==> src/rtl/sorted_descending_table_defines.svh <==
// Assertion macros for the sorted descending table RTL.
// Depends on nothing; the including module supplies clk and rst_n.
`ifndef SORTED_DESCENDING_TABLE_DEFINES_SVH
`define SORTED_DESCENDING_TABLE_DEFINES_SVH

// Same-cycle implication, checked outside reset.
`define SDT_ASSERT_NOW(label, ante, cons) \
    label: assert property (@(posedge clk) disable iff (!rst_n) (ante) |-> (cons)) \
        else $error("sorted table check failed");

// Next-cycle implication, checked outside reset.
`define SDT_ASSERT_NEXT(label, ante, cons) \
    label: assert property (@(posedge clk) disable iff (!rst_n) (ante) |=> (cons)) \
        else $error("sorted table check failed");

`endif

==> src/rtl/sdt_pkg.sv <==
// Package for the sorted descending table: command codes, status codes and
// the controller-to-datapath command struct. No dependencies.
package sdt_pkg;

    typedef enum logic [2:0] {
        OP_INSERT = 3'd0,
        OP_REMOVE = 3'd1,
        OP_SEARCH = 3'd2,
        OP_POP    = 3'd3,
        OP_PEEK   = 3'd4,
        OP_CLEAR  = 3'd5
    } op_t;

    typedef enum logic [1:0] {
        ST_OK        = 2'd0,
        ST_NOT_FOUND = 2'd1,
        ST_EMPTY     = 2'd2,
        ST_FULL      = 2'd3
    } status_t;

    // Commands from the controller to the datapath.
    typedef struct packed {
        logic load;     // capture a new command and key
        logic compare;  // register the per-cell compare flags
        logic update;   // apply the command to the store and results
    } dp_cmd_t;

endpackage

==> src/rtl/sorted_descending_table.sv <==
// Sorted descending table, top level. A transaction is captured, compared,
// then applied in the update step; done rises once the update is registered.
// The next one is taken in that update step but not in the compare step, as
// the compare step and the update step both use the single row of value cells.
// Reset (rst_n, asynchronous, active low) empties the table and idles the
// controller; done is a one-cycle strobe and the receiver cannot stall it.
`include "sorted_descending_table_defines.svh"

module sorted_descending_table
    import sdt_pkg::*;
#(
    parameter int CAPACITY = 16
)
(
    input  logic               clk,
    input  logic               rst_n,
    input  logic               start,
    output logic               busy,
    input  logic [2:0]         op,
    input  logic signed [31:0] key,
    output logic               done,
    output logic [1:0]         status,
    output logic               found,
    output logic signed [31:0] value,
    output logic [4:0]         count
);

    // The controller steps each transaction through three phases:
    // capture (start taken while busy is low), compare, and update. The
    // next transaction may be captured in the same cycle as the update,
    // since the update works from the command captured earlier.
    dp_cmd_t dp_cmd;

    sdt_ctrl u_ctrl
    (
        .clk   (clk),
        .rst_n (rst_n),
        .start (start),
        .busy  (busy),
        .cmd   (dp_cmd),
        .done  (done)
    );

    // The datapath holds the values in descending order, one per cell.
    // In the compare phase every cell registers whether it equals the key
    // and whether the key is at least as large as it. In the update phase
    // those flags steer each cell to keep its value, take its neighbor's
    // value, or take the key, so inserts and removals shift the whole row at once.
    sdt_datapath #(
        .CAPACITY (CAPACITY)
    ) u_datapath
    (
        .clk    (clk),
        .rst_n  (rst_n),
        .cmd    (dp_cmd),
        .op_in  (op),
        .key_in (key),
        .status (status),
        .found  (found),
        .value  (value),
        .count  (count)
    );

    // An accepted transaction always produces its result with done high.
    `SDT_ASSERT_NOW(a_done_follows_start, start && !busy, ##3 done)
    `SDT_ASSERT_NEXT(a_done_single, done, !done)
    // The controller is busy for exactly one cycle per transaction.
    `SDT_ASSERT_NEXT(a_busy_single, busy, !busy)
    // An empty report comes with a zero value and an empty table.
    `SDT_ASSERT_NOW(a_empty_result, done && (status == ST_EMPTY),
        (value == 32'sd0) && (count == 5'd0))

endmodule

==> src/rtl/sdt_ctrl.sv <==
// Controller for the sorted descending table: sequences accept, compare and
// update steps for each transaction. Depends on sdt_pkg.
module sdt_ctrl
    import sdt_pkg::*;
(
    input  logic    clk,
    input  logic    rst_n,
    input  logic    start,
    output logic    busy,
    output dp_cmd_t cmd,
    output logic    done
);

    typedef enum logic [2:0] {
        S_IDLE = 3'b001,
        S_CMP  = 3'b010,
        S_UPD  = 3'b100
    } state_t;

    state_t state_reg;
    state_t state_next;
    logic   done_reg;
    logic   accept;

    // A new transaction may enter while the previous one is being applied.
    assign busy   = (state_reg == S_CMP);
    assign accept = start && !busy;

    always_comb
    begin
        state_next = state_reg;
        unique case (state_reg)
            S_IDLE:
            begin
                if (start)
                begin
                    state_next = S_CMP;
                end
            end
            S_CMP:
            begin
                state_next = S_UPD;
            end
            S_UPD:
            begin
                state_next = start ? S_CMP : S_IDLE;
            end
            default:
            begin
                state_next = S_IDLE;
            end
        endcase
    end

    assign cmd.load    = accept;
    assign cmd.compare = (state_reg == S_CMP);
    assign cmd.update  = (state_reg == S_UPD);

    always_ff @(posedge clk or negedge rst_n)
    begin
        if (!rst_n)
        begin
            state_reg <= S_IDLE;
            done_reg  <= 1'b0;
        end
        else
        begin
            state_reg <= state_next;
            done_reg  <= (state_reg == S_UPD);
        end
    end

    assign done = done_reg;

endmodule

==> src/rtl/sdt_datapath.sv <==
// Datapath for the sorted descending table: a row of value cells with local
// compare flags, shift logic, fill count and result registers. Uses sdt_pkg.
module sdt_datapath
    import sdt_pkg::*;
#(
    parameter int CAPACITY = 16
)
(
    input  logic               clk,
    input  logic               rst_n,
    input  dp_cmd_t            cmd,
    input  logic [2:0]         op_in,
    input  logic signed [31:0] key_in,
    output logic [1:0]         status,
    output logic               found,
    output logic signed [31:0] value,
    output logic [4:0]         count
);

    localparam int CNT_W = $clog2(CAPACITY + 1);

    logic [2:0]         op_reg;
    logic signed [31:0] key_reg;
    logic signed [31:0] cell_reg [CAPACITY];
    logic signed [31:0] cell_next [CAPACITY];
    logic [CNT_W-1:0]   count_reg;
    logic [CNT_W-1:0]   count_next;
    logic [CAPACITY-1:0] valid_reg;
    logic [CAPACITY-1:0] eq_reg;
    logic [CAPACITY-1:0] ge_reg;
    logic [CAPACITY-1:0] take;
    status_t            status_reg;
    status_t            status_next;
    logic               found_reg;
    logic               found_next;
    logic signed [31:0] value_reg;
    logic signed [31:0] value_next;
    logic               any_eq;
    logic               is_full;
    logic               is_empty;
    logic [CNT_W+4:0]   count_ext;

    // Command capture, per-cell compare flags, cell row and result registers (payload, no reset).
    always_ff @(posedge clk)
    begin
        if (cmd.load)
        begin
            op_reg  <= op_in;
            key_reg <= key_in;
        end
        if (cmd.compare)
        begin
            for (int i = 0; i < CAPACITY; i++)
            begin
                valid_reg[i] <= (CNT_W'(i) < count_reg);
                eq_reg[i]    <= (CNT_W'(i) < count_reg) && (cell_reg[i] == key_reg);
                ge_reg[i]    <= (CNT_W'(i) < count_reg) && !(cell_reg[i] > key_reg);
            end
        end
        if (cmd.update)
        begin
            for (int i = 0; i < CAPACITY; i++)
            begin
                cell_reg[i] <= cell_next[i];
            end
            status_reg <= status_next;
            found_reg  <= found_next;
            value_reg  <= value_next;
        end
    end

    assign any_eq   = |eq_reg;
    assign is_full  = (count_reg == CNT_W'(CAPACITY));
    assign is_empty = (count_reg == '0);

    // The key goes ahead of every cell it beats and of every empty cell;
    // in a descending row this marks a suffix starting at the insert point.
    always_comb
    begin
        for (int i = 0; i < CAPACITY; i++)
        begin
            take[i] = (ge_reg[i] && !eq_reg[i]) || !valid_reg[i];
        end
    end

    always_comb
    begin
        for (int i = 0; i < CAPACITY; i++)
        begin
            cell_next[i] = cell_reg[i];
        end
        count_next  = count_reg;
        status_next = ST_OK;
        found_next  = 1'b0;
        value_next  = '0;
        unique case (op_reg)
            OP_INSERT:
            begin
                if (is_full)
                begin
                    status_next = ST_FULL;
                end
                else
                begin
                    if (take[0])
                    begin
                        cell_next[0] = key_reg;
                    end
                    for (int i = 1; i < CAPACITY; i++)
                    begin
                        if (take[i])
                        begin
                            cell_next[i] = take[i-1] ? cell_reg[i-1] : key_reg;
                        end
                    end
                    count_next = count_reg + 1'b1;
                end
            end
            OP_REMOVE:
            begin
                if (any_eq)
                begin
                    // Cells from the first match onward close the gap.
                    for (int i = 0; i < CAPACITY - 1; i++)
                    begin
                        if (ge_reg[i])
                        begin
                            cell_next[i] = cell_reg[i+1];
                        end
                    end
                    count_next = count_reg - 1'b1;
                    found_next = 1'b1;
                end
                else
                begin
                    status_next = ST_NOT_FOUND;
                end
            end
            OP_SEARCH:
            begin
                found_next = any_eq;
            end
            OP_POP, OP_PEEK:
            begin
                if (is_empty)
                begin
                    status_next = ST_EMPTY;
                end
                else
                begin
                    value_next = cell_reg[0];
                    if (op_reg == OP_POP)
                    begin
                        for (int i = 0; i < CAPACITY - 1; i++)
                        begin
                            cell_next[i] = cell_reg[i+1];
                        end
                        count_next = count_reg - 1'b1;
                    end
                end
            end
            OP_CLEAR:
            begin
                count_next = '0;
            end
            default:
            begin
                count_next = count_reg;
            end
        endcase
    end

    always_ff @(posedge clk or negedge rst_n)
    begin
        if (!rst_n)
        begin
            count_reg <= '0;
        end
        else if (cmd.update)
        begin
            count_reg <= count_next;
        end
    end

    assign count_ext = {5'b0, count_reg};
    assign count     = count_ext[4:0];
    assign status    = status_reg;
    assign found     = found_reg;
    assign value     = value_reg;

endmodule

==> config.mk <==
export PLATFORM = sky130hd
export DESIGN_NAME = sorted_descending_table
export DESIGN_NICKNAME = d
export VERILOG_FILES = /design/src/rtl/sdt_pkg.sv /design/src/rtl/sorted_descending_table.sv /design/src/rtl/sdt_ctrl.sv /design/src/rtl/sdt_datapath.sv
export VERILOG_INCLUDE_DIRS = /design/src /design/src/rtl
export SDC_FILE = /design/constraint.sdc
export NUM_CORES = 2
export LEC_CHECK = 0
export BUFFER_PORTS_ARGS = -buffer_cell sky130_fd_sc_hd__buf_2
export CORE_ASPECT_RATIO = 0.7
export CORE_MARGIN = 5
export CORE_UTILIZATION = 29
export DETAILED_ROUTE_END_ITERATION = 6
export PLACE_DENSITY = 0.5
export SETUP_SLACK_MARGIN = 0.1
export SYNTH_ARGS = -nofsm -noshare
export SYNTH_HDL_FRONTEND = slang
export SYNTH_SLANG_ARGS = --single-unit
==> constraint.sdc <==
create_clock -name clk -period 10.2 [get_ports clk]
set_input_delay 1.02 -clock clk [delete_from_list [all_inputs] [get_ports clk]]
set_output_delay 1.02 -clock clk [all_outputs]
set_load 0.01 [all_outputs]
==> impl_results.html <==
<table>
<tr><th>Metric</th><th>Value</th></tr>
<tr><th colspan="2">Status</th></tr>
<tr><td>Run status</td><td>finished clean</td></tr>
<tr><th colspan="2">Final layout</th></tr>
<tr><td>Max reg flops</td><td>512</td></tr>
<tr><td>Top library cells by usage in the layout, fill and taps aside</td><td>sky130_fd_sc_hd__a21oi_1, sky130_fd_sc_hd__nand2_1, sky130_fd_sc_hd__edfxtp_1, sky130_fd_sc_hd__o21ai_0, sky130_fd_sc_hd__ha_1</td></tr>
<tr><td>Layout-stage area growth over the synthesis result</td><td>12.2%</td></tr>
<tr><td>Most common cell after layout, fill and taps aside</td><td>sky130_fd_sc_hd__a21oi_1</td></tr>
<tr><td>Filler-free cell count of the finished design</td><td>6335</td></tr>
<tr><td>Net count reported at finish</td><td>4959</td></tr>
<tr><td>End-of-flow core utilization</td><td>0.328</td></tr>
<tr><td>Share of layout cells above drive strength 1</td><td>0.0672</td></tr>
<tr><th colspan="2">Detailed routing</th></tr>
<tr><td>Number of search-and-repair iterations in the first detailed-routing pass</td><td>6</td></tr>
<tr><td>Remaining antenna violation count</td><td>0</td></tr>
<tr><td>Final routed wire length divided by cell count</td><td>21.9 um</td></tr>
<tr><td>Total number of vias</td><td>33.8k</td></tr>
<tr><td>Total Wirelength</td><td>139 mm</td></tr>
<tr><td>Detailed-route vias per instance</td><td>5.34</td></tr>
<tr><td>Iteration-0 DRC Markers</td><td>3036</td></tr>
<tr><td># DRC</td><td>0</td></tr>
<tr><th colspan="2">Setup path</th></tr>
<tr><td>Sort of element at the start of the critical path</td><td>flip-flop</td></tr>
<tr><td>Setup crit end kind</td><td>flip-flop</td></tr>
<tr><td>Path type of the worst setup path</td><td>flip-flop to flip-flop</td></tr>
<tr><td>Data required time at the worst endpoint</td><td>10520 ps</td></tr>
<tr><td>Critical-path maximum fanout</td><td>17</td></tr>
<tr><td>Delay of the slowest critical-path stage</td><td>930 ps</td></tr>
<tr><td>Cell family contributing the most delay on the critical path</td><td>simple AND/OR/NAND/NOR gates</td></tr>
<tr><td>Slowest library cell on the worst path</td><td>sky130_fd_sc_hd__nor2_2</td></tr>
<tr><td>Worst Path Arrival</td><td>4730 ps</td></tr>
<tr><td>Cells along the critical path</td><td>inv_1 &gt; ha_1 &gt; nor2b_1 &gt; and2_1 &gt; mux2_2 &gt; a32o_1 &gt; nor3_4 &gt; nand2_4 &gt; nor2_2 &gt; buf_4</td></tr>
<tr><td>Number of buffer and inverter instances along the worst setup path</td><td>2</td></tr>
<tr><th colspan="2">GRT</th></tr>
<tr><td>Total track usage</td><td>0.179</td></tr>
<tr><td>Maximum number of pins on one net before global-route repair</td><td>208</td></tr>
<tr><td>Vias in the first global route</td><td>31.9k</td></tr>
<tr><td>Antenna violations before repair</td><td>19</td></tr>
<tr><td>Wire length of the first global-routing pass</td><td>207 mm</td></tr>
<tr><td>Grt total ovfl</td><td>0</td></tr>
<tr><th colspan="2">Synthesis</th></tr>
<tr><td>Most used flip-flop cell after synthesis</td><td>sky130_fd_sc_hd__edfxtp_1</td></tr>
<tr><td>Synthesis-stage register bit count</td><td>639</td></tr>
<tr><td>Fraction of the mapped netlist area in simple logic gates</td><td>0.157</td></tr>
<tr><td>Syn avg cell area</td><td>9.31 um^2</td></tr>
<tr><td>Post-synthesis compound-gate area fraction</td><td>0.184</td></tr>
<tr><td>Proportion of synthesized flip-flops having asynchronous set or reset</td><td>0.0141</td></tr>
<tr><td>Post-Synthesis Cell Area</td><td>41200 um^2</td></tr>
<tr><td>Combinational family with the most area after synthesis</td><td>compound AO/OA/AOI/OAI gates</td></tr>
<tr><td>Net Count, Synth</td><td>4973</td></tr>
<tr><td>Count of flip-flops with a built-in enable after synthesis</td><td>630</td></tr>
<tr><td>Adder-cell share of the synthesized area</td><td>0.157</td></tr>
<tr><td>Fraction of synthesized area in multiplexers</td><td>0.00468</td></tr>
<tr><td>Yosys warns</td><td>0</td></tr>
<tr><td>Distinct cell type count after synthesis</td><td>60</td></tr>
<tr><td>Post-synth top area cell</td><td>sky130_fd_sc_hd__edfxtp_1</td></tr>
<tr><td>Cell count after synthesis</td><td>4419</td></tr>
<tr><td>Post-synthesis share of cell area spent on xor and xnor gates</td><td>0.00106</td></tr>
<tr><td>Leading cell types by total area after synthesis</td><td>sky130_fd_sc_hd__edfxtp_1, sky130_fd_sc_hd__ha_1, sky130_fd_sc_hd__a21oi_1</td></tr>
<tr><td>Yosys top cell area share</td><td>0.460</td></tr>
<tr><td>Seq/Total Area, Yosys</td><td>0.465</td></tr>
<tr><th colspan="2">STA</th></tr>
<tr><td>Unrepaired setup endpoints after global routing</td><td>false</td></tr>
<tr><td>Worst setup skew after layout</td><td>30.4 ps</td></tr>
<tr><td>Accumulated negative setup slack</td><td>0 ps</td></tr>
<tr><td>Worst max-slew margin expressed relative to the limit</td><td>0.118</td></tr>
<tr><td>Period minus WS final</td><td>4400 ps</td></tr>
<tr><td>Total of endpoints with negative setup slack in the final report</td><td>0</td></tr>
<tr><td>Worst Max-Slew Pin Slew</td><td>1320 ps</td></tr>
<tr><td>Final clock period utilization by the worst path</td><td>0.432</td></tr>
<tr><td>Slew Limit Fails</td><td>0</td></tr>
<tr><td>Total count of hold-check failures in the final report</td><td>0</td></tr>
<tr><td>Achievable Freq</td><td>0.227 GHz</td></tr>
<tr><th colspan="2">Placement</th></tr>
<tr><td>IO buf count</td><td>79</td></tr>
<tr><td>Number of instances in the placed design</td><td>6202</td></tr>
<tr><td>Weighted congestion reported at the end of routability-driven placement</td><td>0.825</td></tr>
<tr><td>DPL Wire Length</td><td>101 mm</td></tr>
<tr><th colspan="2">Floorplanning</th></tr>
<tr><td>Count of pins on the block boundary</td><td>80</td></tr>
<tr><td>Placeable core region</td><td>141000 um^2</td></tr>
<tr><td>Vertical extent of the die</td><td>325 um</td></tr>
<tr><td>Die extent in x</td><td>460 um</td></tr>
<tr><td>Effective utilization at floorplan</td><td>0.292</td></tr>
<tr><td>Area of the die</td><td>150000 um^2</td></tr>
<tr><td>Floorplan row count</td><td>115</td></tr>
<tr><th colspan="2">Power and ir drop</th></tr>
<tr><td>IR drop worst, VDD</td><td>0.167 mV</td></tr>
<tr><td>Sum of internal, switching and leakage power</td><td>0.00842 W</td></tr>
<tr><td>Leak Pwr</td><td>17.2 nW</td></tr>
<tr><td>Total power per unit cell area</td><td>182 nW/um^2</td></tr>
<tr><th colspan="2">CTS</th></tr>
<tr><td>Hold buffer count at cts</td><td>0</td></tr>
<tr><td>Clock buffers created by TritonCTS</td><td>73</td></tr>
<tr><td>Largest buffer count on any clock path</td><td>3</td></tr>
<tr><td>CTS sink count</td><td>639</td></tr>
<tr><td>Number of H-tree branching levels</td><td>3</td></tr>
<tr><td>Clock network latency to the later pin of the worst-skew pair</td><td>670 ps</td></tr>
<tr><td>CTS resizes</td><td>0</td></tr>
<tr><td>Setup fix buffers added after clock tree synthesis</td><td>0</td></tr>
<tr><td>CTS tree</td><td>built</td></tr>
<tr><td>Root buffer selected by CTS</td><td>sky130_fd_sc_hd__clkbuf_16</td></tr>
<tr><td>Clk slew on worst S/H paths</td><td>60 ps</td></tr>
<tr><th colspan="2">Job</th></tr>
<tr><td>Max Cap Viol</td><td>0</td></tr>
<tr><th colspan="2">Hold path</th></tr>
<tr><td>Worst hold path type</td><td>input port to async pin</td></tr>
</table>
[final timing paths]
path                                     start                           to  slack, ps  cells after the start
max                        u_datapath.count[1]  u_datapath.cell_reg[0][105]       5800                     10
min                                      rst_n          u_datapath.count[4]        210                      1
max reg2reg                u_datapath.count[1]  u_datapath.cell_reg[0][105]       5800                     10
min reg2reg                u_ctrl.state_reg[1]          u_ctrl.state_reg[1]        500                      1
max in group asynchronous                rst_n          u_ctrl.state_reg[0]       9720                      1
min in group clk           u_ctrl.state_reg[1]          u_ctrl.state_reg[1]        500                      1
[layer usage]
layer  GRT usage  vias up  routed length [um]
met1       0.307    16423               76400
li1            -    16283                   -
met4      0.0315        2                2020
met2       0.221      972               50200
met5           0        -                  61
met3      0.0363      119                9950
[area by class of cell]
cell class                 count  area, um^2
clock buffer                  89        1930
tap                         1872        2340
multi-input combinational   3442       21000
sequential                   639       19100
fill                       14552       94600
timing repair buffer         160        1040
antenna                        2        5.00
inverter                      89         334
clock inverter                42         350
[synth_stat cells, types with 3 or more instances]
| cell | number |
|---|---|
| sky130_fd_sc_hd__ha_1 | 516 |
| sky130_fd_sc_hd__a22oi_1 | 3 |
| sky130_fd_sc_hd__and3_1 | 11 |
| sky130_fd_sc_hd__a2111o_1 | 5 |
| sky130_fd_sc_hd__nand3b_1 | 7 |
| sky130_fd_sc_hd__o21ai_0 | 527 |
| sky130_fd_sc_hd__o22ai_1 | 31 |
| sky130_fd_sc_hd__a2111oi_0 | 15 |
| sky130_fd_sc_hd__clkbuf_1 | 234 |
| sky130_fd_sc_hd__a221oi_1 | 9 |
| sky130_fd_sc_hd__nand4_1 | 117 |
| sky130_fd_sc_hd__a221o_1 | 6 |
| sky130_fd_sc_hd__inv_1 | 58 |
| sky130_fd_sc_hd__buf_1 | 8 |
| sky130_fd_sc_hd__o31ai_1 | 38 |
| sky130_fd_sc_hd__and4_1 | 5 |
| sky130_fd_sc_hd__nor4_1 | 22 |
| sky130_fd_sc_hd__mux2i_1 | 17 |
| sky130_fd_sc_hd__xor2_1 | 3 |
| sky130_fd_sc_hd__clkinv_1 | 31 |
| sky130_fd_sc_hd__or3_1 | 3 |
| sky130_fd_sc_hd__a21boi_0 | 7 |
| sky130_fd_sc_hd__a21o_1 | 31 |
| sky130_fd_sc_hd__buf_2 | 5 |
| sky130_fd_sc_hd__a22o_1 | 3 |
| sky130_fd_sc_hd__o211ai_1 | 18 |
| sky130_fd_sc_hd__nor3b_1 | 6 |
| sky130_fd_sc_hd__a32oi_1 | 9 |
| sky130_fd_sc_hd__a21oi_1 | 639 |
| sky130_fd_sc_hd__or4_1 | 3 |
| sky130_fd_sc_hd__nor2b_1 | 22 |
| sky130_fd_sc_hd__nand2_1 | 634 |
| sky130_fd_sc_hd__nor2_1 | 529 |
| sky130_fd_sc_hd__nand2b_1 | 5 |
| sky130_fd_sc_hd__o21ai_1 | 16 |
| sky130_fd_sc_hd__edfxtp_1 | 630 |
| sky130_fd_sc_hd__and2_1 | 37 |
| sky130_fd_sc_hd__nand3_1 | 56 |
| sky130_fd_sc_hd__nor4b_1 | 3 |
| sky130_fd_sc_hd__a211o_1 | 7 |
| sky130_fd_sc_hd__a211oi_1 | 23 |
| sky130_fd_sc_hd__dfrtp_1 | 8 |
| sky130_fd_sc_hd__nor3_1 | 40 |
[logic make-up after synthesis]
family                     Yosys count
and+or+nand+nor                   1506
adders and majority gates          516
buffers and inverters              338
DFF                                639
AOI/OAI and AO/OA                 1396
xor gates and xnor gates             5
muxes                               19
[per-stage QoR]
step,hold slack (ps),setup slack (ps),area (um^2)
final,211,5800,46200
after global routing,196,5490,46200
after CTS,171,5810,46200
after detailed placement,487,5850,43900
after global placement,480,5920,43900
after floorplan,447,2980,41200
[power breakdown]
group	internal, W	leakage (nW)	switching [W]
combinational	0.000730	10.2	0.00172
sequential	0.00320	5.86	0.000101
clock	0.00149	1.11	0.00117
Power figures use the tool's default switching activity.
